`src/hw/rtl/vsrp_pkg.sv`:
```
`timescale 1ns / 1ps
// ----------------------------------------------------------------------------
// vsrp_pkg
// Shared types and constants for the video scroll register port.
// ----------------------------------------------------------------------------
package vsrp_pkg;

    localparam int SPRITE_MEM_DEPTH = 256;
    localparam int SPR_AW           = $clog2(SPRITE_MEM_DEPTH);

    localparam int IN_TDATA_W  = 16;
    localparam int OUT_TDATA_W = 32;

    typedef enum logic [2:0] {
        MODE_READ       = 3'd0,
        MODE_WRITE      = 3'd1,
        MODE_SET_FLAGS  = 3'd2,
        MODE_CLR_FLAGS  = 3'd3,
        MODE_RENDER_CPY = 3'd4,
        MODE_FRAME_END  = 3'd5
    } mode_t;

    typedef enum logic [2:0] {
        REG_CTRL     = 3'd0,
        REG_MASK     = 3'd1,
        REG_STATUS   = 3'd2,
        REG_SPR_ADDR = 3'd3,
        REG_SPR_DATA = 3'd4,
        REG_SCROLL   = 3'd5,
        REG_ADDR     = 3'd6,
        REG_DATA     = 3'd7
    } reg_idx_t;

    localparam logic [14:0] CTRL_NT_MASK    = 15'h0c00;
    localparam logic [14:0] SCROLL_Y_MASK   = 15'h73e0;
    localparam logic [14:0] ADDR_HI_MASK    = 15'h3f00;
    localparam logic [14:0] A12_BIT         = 15'h1000;
    localparam logic [14:0] FRAME_NT_FLIP   = 15'h0400;
    localparam logic [14:0] FRAME_WRAP_SUB  = 15'h001e;
    localparam logic [14:0] FRAME_STEP      = 15'h0002;
    localparam logic [7:0]  FRAME_WRAP_LOW  = 8'hfe;
    localparam logic [7:0]  SPR_ATTR_MASK   = 8'he3;
    localparam logic [7:0]  STATUS_CLR_MASK = 8'he0;
    localparam logic [7:0]  STATUS_VBLANK   = 8'h80;
    localparam logic [1:0]  SPR_ATTR_SLOT   = 2'd2;
    localparam int          RENDER_EN_BIT   = 3;

    typedef struct packed {
        logic [7:0] data;
        logic [2:0] reg_index;
        logic [2:0] mode;
    } item_t;

    typedef struct packed {
        logic [2:0]  fine_scroll_x;
        logic [14:0] current_address;
        logic        a12_rise;
        logic [7:0]  read_data;
    } result_t;

    typedef struct packed {
        logic              we;
        logic [SPR_AW-1:0] waddr;
        logic [7:0]        wdata;
        logic [SPR_AW-1:0] raddr;
    } spr_req_t;

endpackage

```
`src/hw/rtl/vsrp_sprite_ram.sv`:
```
`timescale 1ns / 1ps
// ----------------------------------------------------------------------------
// vsrp_sprite_ram
// Sprite memory with per-entry valid bits; registered read, zero if unwritten.
// ----------------------------------------------------------------------------
module vsrp_sprite_ram (
    input  logic              clk,
    input  logic              rst_n,
    input  vsrp_pkg::spr_req_t req,
    output logic [7:0]        rdata
);
    import vsrp_pkg::*;

    logic [7:0]                  mem_reg [SPRITE_MEM_DEPTH];
    logic [SPRITE_MEM_DEPTH-1:0] valid_reg;
    logic [7:0]                  rd_reg;
    logic                        rd_vld_reg;

    always_ff @(posedge clk)
    begin
        if (req.we)
        begin
            mem_reg[req.waddr] <= req.wdata;
        end
        if (req.we && (req.waddr == req.raddr))
        begin
            rd_reg <= req.wdata;
        end
        else
        begin
            rd_reg <= mem_reg[req.raddr];
        end
    end

    always_ff @(posedge clk or negedge rst_n)
    begin
        if (!rst_n)
        begin
            valid_reg  <= '0;
            rd_vld_reg <= 1'b0;
        end
        else
        begin
            if (req.we)
            begin
                valid_reg[req.waddr] <= 1'b1;
            end
            rd_vld_reg <= valid_reg[req.raddr] || (req.we && (req.waddr == req.raddr));
        end
    end

    assign rdata = rd_vld_reg ? rd_reg : 8'h00;

endmodule

```
`src/hw/rtl/vsrp_core.sv`:
```
`timescale 1ns / 1ps
// ----------------------------------------------------------------------------
// vsrp_core
// Register file, scroll/address latches and per-item update logic.
// ----------------------------------------------------------------------------
module vsrp_core (
    input  logic              clk,
    input  logic              rst_n,
    input  logic              fire,
    input  vsrp_pkg::item_t   item,
    output vsrp_pkg::result_t result
);
    import vsrp_pkg::*;

    logic [7:0]        control_reg, control_next;
    logic [7:0]        mask_reg, mask_next;
    logic [7:0]        status_reg, status_next;
    logic [SPR_AW-1:0] spr_addr_reg, spr_addr_next;
    logic              toggle_reg, toggle_next;
    logic [14:0]       temp_reg, temp_next;
    logic [14:0]       cur_reg, cur_next;
    logic [2:0]        fine_x_reg, fine_x_next;
    logic [7:0]        spr_rdata;
    logic [7:0]        rd;
    logic              rise;
    logic [14:0]       t;
    logic [14:0]       d15;
    spr_req_t          spr_req;

    assign d15 = {7'd0, item.data};

    always_comb
    begin
        control_next  = control_reg;
        mask_next     = mask_reg;
        status_next   = status_reg;
        spr_addr_next = spr_addr_reg;
        toggle_next   = toggle_reg;
        temp_next     = temp_reg;
        cur_next      = cur_reg;
        fine_x_next   = fine_x_reg;
        rd            = 8'h00;
        rise          = 1'b0;
        t             = temp_reg;
        spr_req.we    = 1'b0;
        spr_req.waddr = spr_addr_reg;
        spr_req.wdata = item.data;
        if (fire)
        begin
            case (item.mode)
                MODE_READ:
                begin
                    if (item.reg_index == REG_STATUS)
                    begin
                        rd          = status_reg;
                        status_next = status_reg & ~STATUS_VBLANK;
                        toggle_next = 1'b0;
                    end
                    else if (item.reg_index == REG_SPR_DATA)
                    begin
                        rd = (spr_addr_reg[1:0] == SPR_ATTR_SLOT) ? (spr_rdata & SPR_ATTR_MASK)
                                                                  : spr_rdata;
                    end
                end
                MODE_WRITE:
                begin
                    unique case (item.reg_index)
                        REG_CTRL:
                        begin
                            control_next = item.data;
                            temp_next    = (t & ~CTRL_NT_MASK) | {3'd0, item.data[1:0], 10'd0};
                        end
                        REG_MASK:
                        begin
                            mask_next = item.data;
                        end
                        REG_SPR_ADDR:
                        begin
                            spr_addr_next = item.data[SPR_AW-1:0];
                        end
                        REG_SPR_DATA:
                        begin
                            spr_req.we    = 1'b1;
                            spr_addr_next = SPR_AW'(spr_addr_reg + 1'b1);
                        end
                        REG_SCROLL:
                        begin
                            if (toggle_reg)
                            begin
                                temp_next = (t & ~SCROLL_Y_MASK)
                                          | {item.data[2:0], 2'd0, item.data[7:3], 5'd0};
                            end
                            else
                            begin
                                fine_x_next = item.data[2:0];
                                temp_next   = {t[14:5], item.data[7:3]};
                            end
                            toggle_next = ~toggle_reg;
                        end
                        REG_ADDR:
                        begin
                            if (toggle_reg)
                            begin
                                temp_next = {t[14:8], item.data};
                                cur_next  = {t[14:8], item.data};
                                rise      = t[12] & ~cur_reg[12];
                            end
                            else
                            begin
                                temp_next = {1'b0, t[13:8] & 6'd0, t[7:0]}
                                          | ((d15 << 8) & ADDR_HI_MASK);
                            end
                            toggle_next = ~toggle_reg;
                        end
                        default:
                        begin
                        end
                    endcase
                end
                MODE_SET_FLAGS:
                begin
                    status_next = status_reg | item.data;
                end
                MODE_CLR_FLAGS:
                begin
                    status_next = status_reg & ~STATUS_CLR_MASK;
                end
                MODE_RENDER_CPY:
                begin
                    if (mask_reg[RENDER_EN_BIT])
                    begin
                        cur_next = temp_reg;
                    end
                end
                MODE_FRAME_END:
                begin
                    if (mask_reg[RENDER_EN_BIT])
                    begin
                        if (cur_reg[7:0] < FRAME_WRAP_LOW)
                        begin
                            cur_next = cur_reg + FRAME_STEP;
                        end
                        else
                        begin
                            cur_next = (cur_reg ^ FRAME_NT_FLIP) - FRAME_WRAP_SUB;
                        end
                    end
                end
                default:
                begin
                end
            endcase
        end
        spr_req.raddr = spr_addr_next;
    end

    assign result.read_data       = rd;
    assign result.a12_rise        = rise;
    assign result.current_address = cur_next;
    assign result.fine_scroll_x   = fine_x_next;

    vsrp_sprite_ram u_sprite_ram (
        .clk   (clk),
        .rst_n (rst_n),
        .req   (spr_req),
        .rdata (spr_rdata)
    );

    always_ff @(posedge clk or negedge rst_n)
    begin
        if (!rst_n)
        begin
            control_reg  <= 8'h00;
            mask_reg     <= 8'h00;
            status_reg   <= STATUS_VBLANK;
            spr_addr_reg <= '0;
            toggle_reg   <= 1'b0;
            temp_reg     <= 15'd0;
            cur_reg      <= 15'd0;
            fine_x_reg   <= 3'd0;
        end
        else
        begin
            control_reg  <= control_next;
            mask_reg     <= mask_next;
            status_reg   <= status_next;
            spr_addr_reg <= spr_addr_next;
            toggle_reg   <= toggle_next;
            temp_reg     <= temp_next;
            cur_reg      <= cur_next;
            fine_x_reg   <= fine_x_next;
        end
    end

    a_status_read_clears: assert property (@(posedge clk) disable iff (!rst_n)
        (fire && item.mode == MODE_READ && item.reg_index == REG_STATUS)
        |=> (!status_reg[7] && !toggle_reg))
        else $error("status read did not clear vblank and toggle");

    a_spr_addr_step: assert property (@(posedge clk) disable iff (!rst_n)
        (fire && item.mode == MODE_WRITE && item.reg_index == REG_SPR_DATA)
        |=> (spr_addr_reg == SPR_AW'($past(spr_addr_reg) + 1'b1)))
        else $error("sprite address did not advance");

    a_idle_holds: assert property (@(posedge clk) disable iff (!rst_n)
        !fire |=> ($stable(cur_reg) && $stable(temp_reg) && $stable(toggle_reg)))
        else $error("address state changed without an item");

    a_rise_source: assert property (@(posedge clk) disable iff (!rst_n)
        (fire && result.a12_rise)
        |-> (item.mode == MODE_WRITE && item.reg_index == REG_ADDR && toggle_reg
             && result.current_address[12] && !cur_reg[12]))
        else $error("a12 rise outside a second address write");

endmodule

```
`src/hw/rtl/video_scroll_register_port_top.sv`:
```
`timescale 1ns / 1ps
// ----------------------------------------------------------------------------
// video_scroll_register_port_top
// CPU-facing register port: stream in, input register, core, result register.
// ----------------------------------------------------------------------------
// One item is accepted every clock, and a stalled result side holds the pipe;
// each result passes through the input register, then the result register.
// The sprite memory is read ahead at the next sprite address, so data reads
// keep full rate. Unwritten sprite entries read as zero through per-entry
// valid bits cleared at reset; there is no clearing pass.
// ----------------------------------------------------------------------------
module video_scroll_register_port_top (
    input  logic        clk,
    input  logic        rst_n,
    input  logic        s_axis_tvalid,
    output logic        s_axis_tready,
    input  logic [15:0] s_axis_tdata,  // mode[2:0], reg_index[5:3], data[13:6], zero[15:14]
    output logic        m_axis_tvalid,
    input  logic        m_axis_tready,
    output logic [31:0] m_axis_tdata   // read_data[7:0], a12_rise[8],
                                       // current_address[23:9], fine_scroll_x[26:24],
                                       // zero[31:27]
);
    import vsrp_pkg::*;

    logic    in_vld_reg;
    item_t   in_reg;
    logic    out_vld_reg;
    result_t out_reg;
    logic    fire;
    result_t result;

    assign fire          = in_vld_reg && (!out_vld_reg || m_axis_tready);
    assign s_axis_tready = !in_vld_reg || fire;

    always_ff @(posedge clk or negedge rst_n)
    begin
        if (!rst_n)
        begin
            in_vld_reg  <= 1'b0;
            out_vld_reg <= 1'b0;
        end
        else
        begin
            if (s_axis_tready)
            begin
                in_vld_reg <= s_axis_tvalid;
            end
            if (fire)
            begin
                out_vld_reg <= 1'b1;
            end
            else if (m_axis_tready)
            begin
                out_vld_reg <= 1'b0;
            end
        end
    end

    always_ff @(posedge clk)
    begin
        if (s_axis_tready && s_axis_tvalid)
        begin
            in_reg <= s_axis_tdata[13:0];
        end
        if (fire)
        begin
            out_reg <= result;
        end
    end

    vsrp_core u_core (
        .clk    (clk),
        .rst_n  (rst_n),
        .fire   (fire),
        .item   (in_reg),
        .result (result)
    );

    assign m_axis_tvalid = out_vld_reg;
    assign m_axis_tdata  = {5'd0, out_reg};

endmodule

```
`config.mk`:
```
export PLATFORM = sky130hd
export DESIGN_NAME = video_scroll_register_port_top
export DESIGN_NICKNAME = d
export VERILOG_FILES = /design/src/hw/rtl/vsrp_pkg.sv /design/src/hw/rtl/vsrp_sprite_ram.sv /design/src/hw/rtl/vsrp_core.sv /design/src/hw/rtl/video_scroll_register_port_top.sv
export SDC_FILE = /design/constraint.sdc
export NUM_CORES = 2
export LEC_CHECK = 0
export ABC_AREA = 1
export ABC_CLOCK_PERIOD_IN_PS = 7800
export BUFFER_PORTS_ARGS = -buffer_cell sky130_fd_sc_hd__buf_2
export CAP_MARGIN = 20
export CORE_MARGIN = 10
export CORE_UTILIZATION = 40
export DETAILED_ROUTE_END_ITERATION = 8
export SETUP_SLACK_MARGIN = 0.5
export SLEW_MARGIN = 20
export SYNTH_ARGS = -nofsm -noshare
export SYNTH_HDL_FRONTEND = slang
export SYNTH_SLANG_ARGS = --single-unit
```
`constraint.sdc`:
```
create_clock -name clk -period 7.8 [get_ports clk]
set_input_delay 1.56 -clock clk [delete_from_list [all_inputs] [get_ports clk]]
set_output_delay 1.56 -clock clk [all_outputs]
set_load 0.005 [all_outputs]
```
=== Word level (Yosys, flattened, before mapping) ===
Memory sizes are Yosys's and may differ from the RTL's. A register that Yosys moved wholly into a read port is not among the register bits.
Index checks and enable logic that the tools add are counted.

* $add $sub $neg: 3
* $lt $le $gt $ge: 4
* Equality and inequality tests: 17
* Multiplexer cells: 37
* Bitwise gates (word level): 11
* Reduce and logical (&&, ||, !) cells: 26

{| class="wikitable"
|+ Operators with widths
! cell !! number
|-
| 256-bit OR || 1
|-
| 15-bit two-way mux || 8
|-
| 15-bit one-hot mux with 3 select lines || 2
|-
| 8-bit two-way mux || 6
|-
| 8-bit one-hot mux with 3 select lines || 1
|-
| 8-bit by 9-bit < comparator with 1-bit output, second input constant || 2
|-
| 8-bit one-hot mux with 2 select lines || 1
|-
| 15-bit by 2-bit adder with 15-bit output, second input constant || 1
|-
| 3-bit equality test, second input constant || 5
|-
| 12-bit by 15-bit OR with 15-bit output || 1
|-
| 15-bit by 12-bit OR with 15-bit output || 1
|-
| 3-bit AND reduction || 5
|-
| 15-bit by 5-bit subtractor with 15-bit output, second input constant || 1
|-
| 8-bit by 14-bit OR with 14-bit output || 1
|-
| 3-bit by 2-bit equality test with 1-bit output, second input constant || 4
|-
| 3-bit two-way mux || 4
|-
| 4-bit AND reduction || 3
|-
| 1-bit two-way mux || 11
|-
| 8-bit by 1-bit adder with 8-bit output, second input constant || 1
|-
| 1-bit binary-select mux with 8-bit select || 1
|-
| 1-bit demux with 8-bit select || 1
|-
| 8-bit equality test || 1
|-
| 8-bit by 1-bit >= comparator with 1-bit output, second input constant || 1
|-
| 8-bit < comparator, second input constant || 1
|-
| 17 further kinds || 34
|}

* Bits in registers: 354
* Memory bits (writable): 2,048
* Output and inout bits: 34
* Memories kept: 1

{| class="wikitable"
|+ Memories
! name !! words !! bits a word !! rd ports !! clocked after Yosys merged registers in !! write ports !! line !! source
|-
| u_core.u_sprite_ram.mem_reg || 256 || 8 || 1 || 1 || 1 || vsrp_sprite_ram.sv:14 || <nowiki>logic [7:0] mem_reg [SPRITE_MEM_DEPTH];</nowiki>
|}

=== Longest topological paths before layout ===
* Depth after elaboration: 7
* Mapped depth: 20
* Depth with buffers taken out: 18

=== By module ===
A second synthesis with hierarchy kept.

* Cell total of the unflattened synthesis: 8,613
* Area total of the unflattened synthesis: 98,529.5 µm²

{| class="wikitable"
|+ Modules (own cells, without submodules)
! module !! instances !! cells each !! area each (µm²) !! seq. area each (µm²)
|-
| vsrp_sprite_ram || 1 || 8,127 || 93,985.1 || 68,090.3
|-
| vsrp_core || 1 || 427 || 3,176.8 || 1,277.5
|-
| video_scroll_register_port_top || 1 || 59 || 1,367.6 || 1,281.2
|}

=== Worst setup path before layout ===
Ideal clock, no wire load.

* Path kind: register -> register
* From: register in_reg[9] in the netlist's numbering
* To: register u_core.u_sprite_ram.rd_vld_reg
* Arrival time: 5,318 ps
* Required time: 7,735 ps
* Slack: 2,417 ps
* Cell stages (with the launch flop): 14
* Cells stage by stage: edfxtp_1 > inv_1 > o211ai_1 > o21ai_0 > buf_2 > inv_2 > buf_2 > buf_1 > nand3_1 > nand3_1 > nand3_1 > nand3_1 > nand3_1 > nand2_1

* Word-level cells in the longest chain between the ends: 6
* Elaborated cells on any way between the ends: 8

{| class="wikitable"
|+ RTL lines
! element !! line !! source
|-
| start, declared || video_scroll_register_port_top.sv:27 || <nowiki>item_t in_reg;</nowiki>
|-
| start signal, assigned || video_scroll_register_port_top.sv:64 || <nowiki>in_reg <= s_axis_tdata[13:0];</nowiki>
|-
| 8-bit one-hot mux with 2 select lines (*) || vsrp_core.sv:67 || <nowiki>unique case (item.reg_index)</nowiki>
|-
| 8-bit two-way mux (*) || vsrp_core.sv:50 || <nowiki>case (item.mode)</nowiki>
|-
| 8-bit two-way mux (*) || vsrp_core.sv:48 || <nowiki>if (fire)</nowiki>
|-
| 1-bit binary-select mux with 8-bit select or 8-bit equality test (tied branches) || vsrp_sprite_ram.sv:48 || <nowiki>rd_vld_reg <= valid_reg[req.raddr] || (req.we && (req.waddr == req.raddr));</nowiki>
|-
| 1-bit two-way mux (not written as such) or 1-bit logical AND (tied branches) || vsrp_sprite_ram.sv:48 ||
|-
| 1-bit logical OR (*) || vsrp_sprite_ram.sv:48 ||
|-
| end signal, assigned || vsrp_sprite_ram.sv:48 ||
|-
| end, declared || vsrp_sprite_ram.sv:17 || <nowiki>logic rd_vld_reg;</nowiki>
|}

Mark *: on every way between the ends. The rest lies on a longest branch, timed or not. The select of a mux whose other input is x is not followed.
A chain may end at the register's enable or synchronous reset.

=== Final worst setup path ===
* From: input port m_axis_tready
* To: register u_core.u_sprite_ram.rd_reg[7], read port of u_core.u_sprite_ram.mem_reg

* Word-level cells in the longest chain between the ends: 3

{| class="wikitable"
|+ RTL lines
! element !! line !! source
|-
| start, declared || video_scroll_register_port_top.sv:19 || <nowiki>input logic m_axis_tready,</nowiki>
|-
| 1-bit logical OR || video_scroll_register_port_top.sv:33 || <nowiki>assign fire = in_vld_reg && (!out_vld_reg || m_axis_tready);</nowiki>
|-
| 1-bit logical AND || video_scroll_register_port_top.sv:33 ||
|-
| 8-bit two-way mux || vsrp_core.sv:48 ||
|-
| end, declared || vsrp_sprite_ram.sv:16 || <nowiki>logic [7:0] rd_reg;</nowiki>
|}

Every way passes these cells.

==> results.yml <==
layout:
  area_delta_synth_final_pct: 10.7
  fin_cells: 13400
  layout_common_cells: "2089 x edfxtp_1, 2088 x nand3_1, 2037 x nand2_1"
  post_route_cells_drive_above_1_share_pct: 6.11
  largest_reg_flops: 2048
  layout_commonest_cell: "edfxtp_1"
  num-nets-final: 9673
clocking:
  cts-root-buf: "clkbuf_16"
  clock_latency_ps: 930
  clockBufferDepth: 4
  htree_levels: 5
  post_cts_buffers: 0
  cts_sinks: 2407
  holdBufCountCts: 0
  tritoncts: "done"
  cts.repair.resized: 0
  path_clk_slew_ps: 60
  cts_buffers: 277
routing:
  vias_per_cell: 5.41
  ant_nets: 0
  wl_mm: 298
  wl_per_cell_microns: 22.3
  first_pass_iters: 9
  detailroute.via_count: 72300
  drcViolationCount: 2
  drtIter0Drc: 8369
pwr:
  ir_worst_vdd_v: 0.000342
  p_leak_nw: 45.1
  switchingPower_w: 0.0130
  power_frac_comb_pct: 28.6
  power_density_nw_per_um2: 314
  intPower_w: 0.0236
  seqPwrFrac_pct: 39.0
  clkPwrFrac_pct: 32.4
  p_sw_share_pct: 35.5
setup_path:
  cp-end-kind: "flip-flop"
  worstSetupPathType: "in -> reg"
  required_ps: 8670
  crit_path_start_kind: "input port"
  cp_max_fo: 79
  crit_arrival_ps: 6290
floorplanning:
  core_sq_um: 262000
  io_pins: 54
  die_x_microns: 533
  rows: 188
  dieArea_sq_um: 284000
  die_y_microns: 533
  start_util_pct: 40.1
yosys:
  postSynthRegisterBits: 2407
  synth_edf_count: 2089
  yosys_warnings: 0
  synthCells: 9859
  netlist_area_sq_um: 105000
  yosysSeqAreaShare_pct: 67.1
  synth.avg_cell_area_sq_um: 10.7
  synthArstFlopShare_pct: 12.9
  synth_ff_type: "edfxtp_1"
  yosys.cell_types.count: 44
grt:
  grt_overflow: 0
  grt_usage_pct: 20.1
  grt_pass1_vias: 69400
  grt_pass1_wl_mm: 445
  grt_max_degree: 196
  antenna_found_initial: 12
sta:
  period_share_pct: 69.4
  fin_crit_ps: 5420
  setup-tns-final_ps: 0
  slew_viol_final: 0
  hold_viol: 0
  final.setup_skew_ps: 46.0
  slew_headroom_pct: 19.0
  rsz0062_at_grt: "false"
  fmaxAchievable_ghz: 0.185
  tightest_slew_ps: 1210
  setup_violations: 0
placement:
  dpl.hpwl_mm: 157
  place_inst: 12900
  gp_congestion: 0.864
  portBuffers: 46
outcome:
  violations: "DRC"
  outcome: "finished, violations left"
worst_hold_path:
  hold_path_class: "reg -> reg"
run:
  cap_violations: 0
==> final timing paths <==
kind                                                   start  cells after the start                            endpoint  slack [ps]
min                        u_core.u_sprite_ram.valid_reg[94]                      2   u_core.u_sprite_ram.valid_reg[94]         450
max                                            m_axis_tready                     20       u_core.u_sprite_ram.rd_reg[7]        2380
min in group asynchronous                              rst_n                      1                          in_vld_reg         650
min reg2reg                u_core.u_sprite_ram.valid_reg[94]                      2   u_core.u_sprite_ram.valid_reg[94]         450
max in group asynchronous                              rst_n                      2  u_core.u_sprite_ram.valid_reg[123]        5690
max reg2reg                                        in_reg[3]                     18       u_core.u_sprite_ram.rd_reg[7]        2550
==> layout make-up <==
class | count | area, sq um
fillers | 24100 | 146000
flip-flops and latches | 2407 | 70600
multi-input cells | 5560 | 27100
clock buffers | 371 | 7570
inverters | 1210 | 4570
well taps | 3515 | 4400
repair buffers | 192 | 1730
clock inverters | 99 | 539
diodes | 3 | 7.51
==> per-layer routing <==
layer / share of wire (%) / global-route usage [%] / wire (microns) / up-vias
li1: - / - / - / 33100
met1: 42 / 28.0 / 127000 / 35500
met2: 46 / 32.0 / 137000 / 3187
met3: 8.3 / 3.47 / 24600 / 540
met4: 3.2 / 6.86 / 9630 / 4
met5: 0.0077 / 0 / 23 / -
==> power by group through the flow <==
stage / Sequential [W] / Clock, W / Combinational, W
5_1_grt: 0.0143 / 0.0126 / 0.0112
4_1_cts: 0.0143 / 0.0120 / 0.0103
6_report: 0.0143 / 0.0119 / 0.0105
2_1_floorplan: 0.0146 / 0 / 0.00654
3_5_place_dp: 0.0145 / 0 / 0.0103
3_3_place_gp: 0.0145 / 0 / 0.0103
==> synth_stat cells, types with 10 or more instances <==
cell type / number / share of area (%)
buf_2: 292 / 1.4
dfrtp_1: 309 / 7.3
nand3_1: 2096 / 10
clkbuf_1: 276 / 0.98
a21oi_1: 18 / 0.086
nor2_1: 295 / 1.1
nand3b_1: 577 / 4.1
or2_2: 18 / 0.11
o21ai_0: 287 / 1.4
buf_6: 19 / 0.20
buf_1: 64 / 0.23
nor3_1: 15 / 0.071
edfxtp_1: 2089 / 60
nand2_1: 2047 / 7.3
inv_1: 1196 / 4.3
buf_4: 35 / 0.25
a22oi_1: 10 / 0.071
o211ai_1: 131 / 0.93
o22ai_1: 16 / 0.095
==> kinds of logic (layout without fill, tap and decap cells) <==
| kind of cell | after synthesis | in the layout | share of synthesized area, % |
|---|---|---|---|
| AOI/OAI and AO/OA | 480 | 480 | 2.69 |
| xor gates and xnor gates | 4 | 4 | 0.0333 |
| adders and majority gates | 5 | 5 | 0.0594 |
| buffers and inverters | 1896 | 1872 | 7.37 |
| DFF | 2407 | 2407 | 67.1 |
| other | 1 | 8 | 0.00356 |
| and+or+nand+nor | 5066 | 5066 | 22.7 |
==> stage by stage <==
stage	util [%]	hold slack [ps]	setup slack [ps]	power, W	cell area, sq um
after CTS	44.4	457	2550	0.0367	117000
after global routing	44.4	464	2260	0.0381	117000
after floorplan	-	424	2420	0.0212	105000
final	44.4	455	2380	0.0366	117000
after global placement	41.3	438	1580	0.0248	108000
after detailed placement	41.3	445	1580	0.0249	108000
==> worst max-delay path: stages <==
cell     delay (ps)
buf_2            80
inv_1            70
nand2_1          80
nand2_1         150
nor2_4          210
nand2_2         290
nand2_8         580
nand2_4         460
inv_8           650
buf_4           440
nand2_1          90
nand2_1          70
nand2_1          50
nand3_1         110
nand3_1         110
nand3_1         240
nand3_1         180
nand3_1         390
nand3_1         180
nand2_1         110
Power figures use the tool's default switching activity.
